### config.mk
export PLATFORM = sky130hd
export DESIGN_NAME = fragment_header_parser_acker_flat
export DESIGN_NICKNAME = d
export VERILOG_FILES = /design/src/sv/fhpa_pkg.sv /design/src/sv/fhpa_if.sv /design/src/sv/fhpa_parser.sv /design/src/sv/fhpa_outq.sv /design/src/sv/fragment_header_parser_acker.sv /design/src/flat_wrapper.sv
export SDC_FILE = /design/constraint.sdc
export NUM_CORES = 1
export LEC_CHECK = 0
export BUFFER_PORTS_ARGS = -buffer_cell sky130_fd_sc_hd__buf_2
export CORE_MARGIN = 4
export CORE_UTILIZATION = 43
export DETAILED_ROUTE_END_ITERATION = 10
export GPL_ROUTABILITY_DRIVEN = 0
export PLACE_DENSITY = 0.67
export SYNTH_ARGS = -nofsm -noshare
export SYNTH_HDL_FRONTEND = slang
export SYNTH_SLANG_ARGS = --single-unit
### constraint.sdc
create_clock -name i_clk -period 3.95 [get_ports i_clk]
set_clock_uncertainty 0.15 [all_clocks]
set_input_delay 0.5925 -clock i_clk [delete_from_list [all_inputs] [get_ports i_clk]]
set_output_delay 0.5925 -clock i_clk [all_outputs]
set_load 0.01 [all_outputs]
### src/sv/fhpa_pkg.sv
// Package for the fragment header parser and acker.
// Holds the field-position and result-kind codes, the result record and the
// decimal accumulate helper. No dependencies.
`default_nettype none

package fhpa_pkg;

    localparam int LEN_W    = 10;
    localparam int NUM_W    = 32;
    localparam int QDEPTH   = 4;
    localparam int QPTR_W   = 2;
    localparam int QCNT_W   = 3;

    localparam logic [7:0] CHAR_COLON = 8'h3A;
    localparam logic [7:0] CHAR_ZERO  = 8'h30;
    localparam logic [7:0] CHAR_NINE  = 8'h39;

    typedef enum logic [2:0] {
        FLD_TOTAL = 3'd0,
        FLD_FRAG  = 3'd1,
        FLD_SIZE  = 3'd2,
        FLD_NAME  = 3'd3,
        FLD_DATA  = 3'd4
    } t_field;

    typedef enum logic [1:0] {
        KIND_DATA  = 2'd0,
        KIND_NAME  = 2'd1,
        KIND_REPLY = 2'd2
    } t_kind;

    typedef struct packed {
        t_kind             kind;
        logic [7:0]        out_byte;
        logic              is_ack;
        logic [NUM_W-1:0]  reply_number;
        logic              transfer_done;
        logic              header_error;
        logic              last_of_run;
    } t_result;

    // acc * 10 + digit, saturating at all ones.
    function automatic logic [NUM_W-1:0] acc_dec32(input logic [NUM_W-1:0] acc,
                                                   input logic [3:0] digit);
        logic [NUM_W+3:0] v;
        v = {1'b0, acc, 3'b000} + {3'b000, acc, 1'b0} + {{NUM_W{1'b0}}, digit};
        if (v[NUM_W+3:NUM_W] != 4'd0) begin
            return '1;
        end
        return v[NUM_W-1:0];
    endfunction

endpackage

`default_nettype wire

### src/sv/fhpa_if.sv
// Valid/ready channel interfaces for the datagram byte input and the result
// output. Depends on fhpa_pkg.
`default_nettype none

interface fhpa_in_if;
    logic       valid;
    logic       ready;
    logic [7:0] byte_value;
    logic       end_of_datagram;

    modport source (output valid, output byte_value, output end_of_datagram, input ready);
    modport sink   (input valid, input byte_value, input end_of_datagram, output ready);
endinterface

interface fhpa_out_if;
    import fhpa_pkg::*;
    logic             valid;
    logic             ready;
    t_kind            kind;
    logic [7:0]       out_byte;
    logic             is_ack;
    logic [NUM_W-1:0] reply_number;
    logic             transfer_done;
    logic             header_error;
    logic             last_of_run;

    modport source (output valid, output kind, output out_byte, output is_ack,
                    output reply_number, output transfer_done, output header_error,
                    output last_of_run, input ready);
    modport sink   (input valid, input kind, input out_byte, input is_ack,
                    input reply_number, input transfer_done, input header_error,
                    input last_of_run, output ready);
endinterface

`default_nettype wire

### src/sv/fhpa_parser.sv
// Input register and per-byte parse step; produces up to two result words.
// Depends on fhpa_pkg.
`default_nettype none

module fhpa_parser #(
    parameter int MAX_PAYLOAD = 1000
) (
    input  wire logic               i_clk,
    input  wire logic               i_rst_n,
    input  wire logic               i_valid,
    input  wire logic [7:0]         i_byte,
    input  wire logic               i_eod,
    input  wire logic               i_room,
    output logic                    o_ready,
    output logic [1:0]              o_push,
    output fhpa_pkg::t_result       o_res_a,
    output fhpa_pkg::t_result       o_res_b
);
    import fhpa_pkg::*;

    localparam logic [LEN_W+3:0] CAP = (LEN_W+4)'(MAX_PAYLOAD);

    logic             r_in_valid;
    logic [7:0]       r_in_byte;
    logic             r_in_eod;

    t_field           r_pos, n_pos;
    logic             r_stopped, n_stopped;
    logic [NUM_W-1:0] r_total, n_total;
    logic [NUM_W-1:0] r_frag, n_frag;
    logic [LEN_W-1:0] r_len, n_len;
    logic [LEN_W-1:0] r_sent, n_sent;
    logic [NUM_W-1:0] r_exp, n_exp;
    logic             r_open, n_open;

    logic             step;
    logic             is_colon, is_digit;
    logic [3:0]       digit;
    logic [LEN_W+3:0] len_mul;
    logic             byte_out;
    t_result          byte_res, reply_res;
    logic [NUM_W-1:0] exp_eff;

    assign step    = r_in_valid && i_room;
    assign o_ready = !r_in_valid || i_room;

    always_ff @(posedge i_clk) begin
        if (!i_rst_n) begin
            r_in_valid <= 1'b0;
        end else if (o_ready) begin
            r_in_valid <= i_valid;
        end
        if (o_ready) begin
            r_in_byte <= i_byte;
            r_in_eod  <= i_eod;
        end
    end

    assign is_colon = (r_in_byte == CHAR_COLON);
    assign is_digit = (r_in_byte >= CHAR_ZERO) && (r_in_byte <= CHAR_NINE);
    assign digit    = 4'(r_in_byte - CHAR_ZERO);
    assign len_mul  = {1'b0, r_len, 3'b000} + {3'b000, r_len, 1'b0}
                    + {{LEN_W{1'b0}}, digit};
    assign exp_eff  = r_open ? r_exp : NUM_W'(1);

    always_comb begin
        n_pos     = r_pos;
        n_stopped = r_stopped;
        n_total   = r_total;
        n_frag    = r_frag;
        n_len     = r_len;
        n_sent    = r_sent;
        n_exp     = r_exp;
        n_open    = r_open;
        byte_out  = 1'b0;

        byte_res              = '0;
        byte_res.out_byte     = r_in_byte;
        byte_res.kind         = KIND_DATA;
        reply_res             = '0;
        reply_res.kind        = KIND_REPLY;
        reply_res.last_of_run = 1'b1;
        reply_res.reply_number = r_exp;

        if (r_pos != FLD_DATA) begin
            if (is_colon) begin
                n_stopped = 1'b0;
                case (r_pos)
                    FLD_TOTAL: n_pos = FLD_FRAG;
                    FLD_FRAG:  n_pos = FLD_SIZE;
                    FLD_SIZE:  n_pos = FLD_NAME;
                    default:   n_pos = FLD_DATA;
                endcase
            end else if (r_pos == FLD_NAME) begin
                if (!r_open) begin
                    byte_out      = 1'b1;
                    byte_res.kind = KIND_NAME;
                end
            end else if (!r_stopped && is_digit) begin
                case (r_pos)
                    FLD_TOTAL: n_total = acc_dec32(r_total, digit);
                    FLD_FRAG:  n_frag  = acc_dec32(r_frag, digit);
                    default:   n_len   = (len_mul > CAP) ? CAP[LEN_W-1:0]
                                                         : len_mul[LEN_W-1:0];
                endcase
            end else begin
                n_stopped = 1'b1;
            end
        end else if (r_sent < r_len) begin
            n_sent   = r_sent + LEN_W'(1);
            byte_out = 1'b1;
        end

        byte_res.last_of_run = !r_in_eod;

        if (r_in_eod) begin
            if (n_pos != FLD_DATA) begin
                reply_res.header_error = 1'b1;
            end else begin
                // The fragment number cannot change on the byte that completes the header.
                reply_res.reply_number  = exp_eff;
                reply_res.is_ack        = (r_frag == exp_eff);
                reply_res.transfer_done = (r_frag == r_total);
                n_exp  = exp_eff + NUM_W'(1);
                n_open = (r_frag != r_total);
            end
            n_pos     = FLD_TOTAL;
            n_stopped = 1'b0;
            n_total   = '0;
            n_frag    = '0;
            n_len     = '0;
            n_sent    = '0;
        end
    end

    always_comb begin
        o_push  = 2'd0;
        o_res_a = byte_out ? byte_res : reply_res;
        o_res_b = reply_res;
        if (step) begin
            o_push = 2'(byte_out) + 2'(r_in_eod);
        end
    end

    always_ff @(posedge i_clk) begin
        if (!i_rst_n) begin
            r_pos     <= FLD_TOTAL;
            r_stopped <= 1'b0;
            r_total   <= '0;
            r_frag    <= '0;
            r_len     <= '0;
            r_sent    <= '0;
            r_exp     <= NUM_W'(1);
            r_open    <= 1'b0;
        end else if (step) begin
            r_pos     <= n_pos;
            r_stopped <= n_stopped;
            r_total   <= n_total;
            r_frag    <= n_frag;
            r_len     <= n_len;
            r_sent    <= n_sent;
            r_exp     <= n_exp;
            r_open    <= n_open;
        end
    end

endmodule

`default_nettype wire

### src/sv/fhpa_outq.sv
// Four-entry result queue that takes up to two words per cycle and gives one.
// Depends on fhpa_pkg.
`default_nettype none

module fhpa_outq (
    input  wire logic               i_clk,
    input  wire logic               i_rst_n,
    input  wire logic [1:0]         i_push,
    input  fhpa_pkg::t_result       i_res_a,
    input  fhpa_pkg::t_result       i_res_b,
    output logic                    o_room,
    output logic                    o_valid,
    input  wire logic               i_ready,
    output fhpa_pkg::t_result       o_res
);
    import fhpa_pkg::*;

    t_result            r_mem [QDEPTH];
    logic [QPTR_W-1:0]  r_wr, n_wr;
    logic [QPTR_W-1:0]  r_rd, n_rd;
    logic [QCNT_W-1:0]  r_cnt, n_cnt;
    logic               pop;

    assign o_valid = (r_cnt != '0);
    assign o_res   = r_mem[r_rd];
    assign pop     = o_valid && i_ready;
    // Room for two words regardless of whether the head is taken this cycle.
    assign o_room  = (r_cnt <= QCNT_W'(QDEPTH - 2));

    always_comb begin
        n_wr  = r_wr + QPTR_W'(i_push);
        n_rd  = r_rd + QPTR_W'(pop);
        n_cnt = r_cnt + QCNT_W'(i_push) - QCNT_W'(pop);
    end

    always_ff @(posedge i_clk) begin
        if (i_push != 2'd0) begin
            r_mem[r_wr] <= i_res_a;
        end
        if (i_push == 2'd2) begin
            r_mem[r_wr + QPTR_W'(1)] <= i_res_b;
        end
    end

    always_ff @(posedge i_clk) begin
        if (!i_rst_n) begin
            r_wr  <= '0;
            r_rd  <= '0;
            r_cnt <= '0;
        end else begin
            r_wr  <= n_wr;
            r_rd  <= n_rd;
            r_cnt <= n_cnt;
        end
    end

endmodule

`default_nettype wire

### src/sv/fragment_header_parser_acker.sv
// A result word passes from the input register through the parse step into
// the result queue, which offers it. Throughput: one byte per cycle while the
// queue has room; the final byte of a datagram that also carries a data or
// name byte yields two words, drained one per cycle while the result side is ready.
// Reset: synchronous, active low; clears the parse state and the result
// queue, closes any transfer and sets the expected fragment number to one.
`default_nettype none

module fragment_header_parser_acker #(
    parameter int MAX_PAYLOAD = 1000
) (
    input  wire logic  i_clk,
    input  wire logic  i_rst_n,
    fhpa_in_if.sink    i_data,
    fhpa_out_if.source o_result
);
    import fhpa_pkg::*;

    // Datagram bytes pass through a one-word input register into the parser.
    // The parser walks the total, fragment, size and name fields, one byte per
    // cycle while the queue has room, accumulating the decimal fields with
    // saturation, and then forwards at most size payload bytes. On the last byte
    // it builds the ack, nack or header-error reply. Each step writes up to two
    // words into a small queue that decouples it from result-side back-pressure.

    logic    room;
    logic [1:0] push;
    t_result res_a, res_b;
    t_result head;

    fhpa_parser #(
        .MAX_PAYLOAD (MAX_PAYLOAD)
    ) u_parser (
        .i_clk   (i_clk),
        .i_rst_n (i_rst_n),
        .i_valid (i_data.valid),
        .i_byte  (i_data.byte_value),
        .i_eod   (i_data.end_of_datagram),
        .i_room  (room),
        .o_ready (i_data.ready),
        .o_push  (push),
        .o_res_a (res_a),
        .o_res_b (res_b)
    );

    // The queue keeps room for two words before the parser may take a step,
    // so a step never overflows it.
    fhpa_outq u_outq (
        .i_clk   (i_clk),
        .i_rst_n (i_rst_n),
        .i_push  (push),
        .i_res_a (res_a),
        .i_res_b (res_b),
        .o_room  (room),
        .o_valid (o_result.valid),
        .i_ready (o_result.ready),
        .o_res   (head)
    );

    // Break the head word out onto the result channel fields.
    assign o_result.kind          = head.kind;
    assign o_result.out_byte      = head.out_byte;
    assign o_result.is_ack        = head.is_ack;
    assign o_result.reply_number  = head.reply_number;
    assign o_result.transfer_done = head.transfer_done;
    assign o_result.header_error  = head.header_error;
    assign o_result.last_of_run   = head.last_of_run;

endmodule

`default_nettype wire
### src/flat_wrapper.sv
// flat-port wrapper written by rule: the top's interface ports become plain ports
module fragment_header_parser_acker_flat import fhpa_pkg::*;
#(
    parameter int MAX_PAYLOAD = 1000
)
  (i_clk, i_rst_n, i_data_valid, i_data_byte_value, i_data_end_of_datagram, i_data_ready, o_result_valid, o_result_kind, o_result_out_byte, o_result_is_ack, o_result_reply_number, o_result_transfer_done, o_result_header_error, o_result_last_of_run, o_result_ready);
  fhpa_in_if i_data_i ();
  fhpa_out_if o_result_i ();
  input  wire logic i_clk;
  input  wire logic i_rst_n;
  input wire logic [$bits(i_data_i.valid)-1:0] i_data_valid;
  input wire logic [$bits(i_data_i.byte_value)-1:0] i_data_byte_value;
  input wire logic [$bits(i_data_i.end_of_datagram)-1:0] i_data_end_of_datagram;
  output wire logic [$bits(i_data_i.ready)-1:0] i_data_ready;
  output wire logic [$bits(o_result_i.valid)-1:0] o_result_valid;
  output wire logic [$bits(o_result_i.kind)-1:0] o_result_kind;
  output wire logic [$bits(o_result_i.out_byte)-1:0] o_result_out_byte;
  output wire logic [$bits(o_result_i.is_ack)-1:0] o_result_is_ack;
  output wire logic [$bits(o_result_i.reply_number)-1:0] o_result_reply_number;
  output wire logic [$bits(o_result_i.transfer_done)-1:0] o_result_transfer_done;
  output wire logic [$bits(o_result_i.header_error)-1:0] o_result_header_error;
  output wire logic [$bits(o_result_i.last_of_run)-1:0] o_result_last_of_run;
  input wire logic [$bits(o_result_i.ready)-1:0] o_result_ready;
  assign i_data_i.valid = i_data_valid;
  assign i_data_i.byte_value = i_data_byte_value;
  assign i_data_i.end_of_datagram = i_data_end_of_datagram;
  assign i_data_ready = i_data_i.ready;
  assign o_result_valid = o_result_i.valid;
  assign o_result_kind = o_result_i.kind;
  assign o_result_out_byte = o_result_i.out_byte;
  assign o_result_is_ack = o_result_i.is_ack;
  assign o_result_reply_number = o_result_i.reply_number;
  assign o_result_transfer_done = o_result_i.transfer_done;
  assign o_result_header_error = o_result_i.header_error;
  assign o_result_last_of_run = o_result_i.last_of_run;
  assign o_result_i.ready = o_result_ready;
  fragment_header_parser_acker #(.MAX_PAYLOAD(MAX_PAYLOAD)) u_core (.i_clk(i_clk), .i_rst_n(i_rst_n), .i_data(i_data_i), .o_result(o_result_i));
endmodule
==> impl_results.md <==
- Crit path from: u_core.u_parser.r_in_byte[3]
- Htree depth: 2
- Post-synthesis sequential area ratio: 40.2%
- RSZ-0062 raised after global routing: no
- Core area: 45400 um^2
- Inserted Diodes: 0
- Slowest CP cell: fa_1
- WHS Path Cells: 1
- Worst setup EP type: flip-flop
- CP max stage delay: 520 ps
- Worst hold path type: in2reg
- Fin. Hold Viols: 0
- Vias per inst: 5.90
- Status: finished, final reports clean
- Flop-to-flop setup slack: 180 ps
- Post-synth top cells: 253 x nor2_1, 187 x nand2_1, 173 x dfxtp_1, 163 x ha_1, 149 x edfxtp_1
- Largest net degree at the start of global routing: 56
- Crit path max fanout: 10
- Register area: 7950 um^2
- Post-DP HPWL: 36800 um
- First drt pass iteration count: 5
- Cell Area, Synth: 19700 um^2
- Async set-reset flop share out of synthesis: 0%
- CP bufs+invs: 3
- Top cell type's share of synthesized area: 22.7%
- Initial antenna violation count: 0
- Most used DFF post-synth: dfxtp_1
- Initial Util: 43.5%
- DRT antenna net count: 0
- Utilization after layout: 48.9%
- Worst path required time: 4210 ps
- Die W: 222 um
- Power Dens Cells: 373 nW/um^2
- EDFF count, synth: 149
- Flop pwr share: 45.0%
- Final Cycle Share: 95.4%
- Internal power: 6.18 mW
- Cell Chain, Critical Path: buf_4 > fa_1 > fa_2 > a21oi_2 > o21ai_1 > o211ai_1 > buf_4 > nand3_1 > a41oi_2 > or2_2 > a211oi_2 > buf_6 > o31ai_1 > a21boi_0
- Number of remaining DRC errors: 0
- Global-route wire length before repair: 83000 um
- R2R Path End: u_core.u_parser.r_frag[13]
- R2R cell count: 14
- I/O Pins: 61
- Reg-to-reg critical path startpoint: u_core.u_parser.r_in_byte[3]
- Count leader, synth: nor2_1
- Unique masters post-synth: 90
- WHS Endpoint: u_core.u_parser.r_in_byte[5]
- Synth Area in Simple Gates: 16.0%
- Layout Nets: 2262
- CTS Hold Bufs: 0
- Leak: 8.70 nW
- Net Sw Power: 2.09 mW
- Vias in the first global route: 15800
- Hold WS: 90.1 ps
- Port Buffers: 60
- Critical path arrival: 4030 ps
- Largest family of logic cells by synthesized area: compound AO/OA/AOI/OAI gates
- Crit-path leading delay family: compound AO/OA/AOI/OAI gates
- Wire per inst: 18.7 um
- Pin slew with the least headroom to its limit: 898 ps
- Max-cap violations: 0
- Post-synthesis mux area share: 5.99%
- Synthesized area per cell: 9.77 um^2
- DR iter-0 viols: 1439
- TNS Setup: 0 ps
- Total CTS buffers: 35
- CTS tree: built
- Area leader, netlist: edfxtp_1
- Maximum vdd drop: 0.279 mV
- Hold Crit Start: i_data_byte_value[5]
- Adder-Cell Fraction of Synth Area: 11.0%
- Crit path time final: 3770 ps
- Clock power frac: 41.0%
- Final WL: 50700 um
- Cells after Synth: 2020
- Die area: 49400 um^2
- Finished Layout Cells: 2705
- CTS sink cnt: 322
- Critical Path Start Type: flip-flop
- Root Driver: clkbuf_16
- Warning count from the yosys run: 0
- Global-route usage over all layers: 20.0%
- Slew headroom: 39.9%
- Syn_nets: 2203
- DIE HEIGHT: 222 um
- Reg clk slew, reported paths: 60 ps
- Critical path class: reg2reg
- Layout area overhead: 12.4%
- DR vias: 16000
- Logic pwr share: 14.0%
- Clock insertion delay at the later pin of the skew report: 530 ps
- Grt total ovfl: 0
- Flops & latches, synth: 322
- Final setup vio count: 0
- Multi-input logic area: 11100 um^2
- Post-synthesis xor/xnor area fraction: 5.64%
- Switching Fraction: 25.3%
- Critical Path Most Common Cell: buf_4
- Number of cell rows: 78
- Clock buffer depth: 3
- Post-synthesis compound-gate area fraction: 17.2%
- Fin. max-slew vios: 0
- Filler cell count: 4153
- Synth area leaders: edfxtp_1 23%, dfxtp_1 18%, ha_1 10%
- Share of layout cells above drive strength 1: 14.3%
- Dpl cells: 2640
- F_max: 265 MHz
- Total Power: 8.28 mW
-- worst register-to-register path: cells and delay by family (launching register included) --
| kind | cells | cell delay (ps) |
|---|---|---|
| fa+ha+maj | 2 | 970 |
| buf+inv | 3 | 510 |
| compound gates | 7 | 1290 |
| flops | 1 | 410 |
| simple gates | 2 | 330 |
-- repair_timing --
action                     in CTS  in global routing
resized for setup               3                 15
setup buffers                   0                  2
pin swaps                       0                  3
setup endpoints to repair      55                132
-- state kept, by name, indices dropped and copies added (netlist names), 8 cells and up --
register and cells:
u_core.u_parser.r_frag 32, u_core.u_parser.r_exp 32, u_core.u_parser.r_total 32, u_core.u_parser.r_sent 10
u_core.u_parser.r_in_byte 8, u_core.u_parser.r_len 10, u_core.u_outq.r_mem 184
-- cell usage in the layout (no fill, tap or decap), types with 18 or more instances in the layout --
| cell type | count |
|---|---|
| a21o_1 | 31 |
| a21oi_1 | 84 |
| a221o_1 | 24 |
| a22o_1 | 36 |
| a22oi_1 | 31 |
| and2_1 | 24 |
| and3_1 | 19 |
| buf_2 | 60 |
| buf_4 | 72 |
| clkbuf_16 | 38 |
| dfxtp_1 | 169 |
| edfxtp_1 | 149 |
| ha_1 | 163 |
| inv_1 | 47 |
| mux4_2 | 46 |
| nand2_1 | 185 |
| nand3_1 | 51 |
| nand4_1 | 32 |
| nor2_1 | 252 |
| nor3_1 | 32 |
| o211ai_1 | 18 |
| o21ai_0 | 108 |
| xnor2_1 | 92 |
| xor2_1 | 35 |
-- area by class of cell --
type	count	share of cell area, %
Clock buffer	50	4.69
Clock inverter	13	0.733
Inverter	50	0.880
Multi-Input combinational cell	1532	50.2
Sequential cell	322	35.8
Tap cell	600	3.38
Timing Repair Buffer	138	4.29
-- power groups by stage --
stage | clock network (mW) | registers (mW) | logic, mW
finish | 3.39 | 3.73 | 1.16
global route | 3.58 | 3.75 | 1.26
CTS | 3.44 | 3.73 | 1.18
detailed placement | 0 | 3.80 | 1.17
global placement | 0 | 3.80 | 1.15
floorplan | 0 | 3.69 | 0.842
-- layer usage --
layer	up-vias	part of all wire [%]	GRT usage, %
met5	-	0	0
met4	0	3.2	6.46
met3	105	5.3	2.55
met2	488	47	33.5
met1	7740	44	27.2
li1	7628	-	-
-- cells by family after synthesis --
logic type | count (synthesis)
xor+xnor | 127
mux | 60
flops | 322
buf+inv | 166
compound gates | 489
simple gates | 686
fa+ha+maj | 170
-- through the flow --
stage,worst slack [ps],instance area (um^2)
6_report,180,22200
5_1_grt,10.4,22200
4_1_cts,46.3,22100
3_5_place_dp,-234,20900
3_3_place_gp,-112,20900
2_1_floorplan,54.0,19800
-- how the worst max path moves through the flow --
stage	end	slack, ps	depth (start not counted)
after floorplan	u_core.u_outq.r_mem[1][35]	50	16
after global placement	u_core.u_parser.r_total[0]	-110	11
after detailed placement	u_core.u_parser.r_total[0]	-230	12
after CTS	u_core.u_parser.r_frag[13]	50	13
after global routing	u_core.u_parser.r_frag[29]	10	12
final	u_core.u_parser.r_frag[13]	180	14
Note: power is estimated with default switching activity, not from simulation.
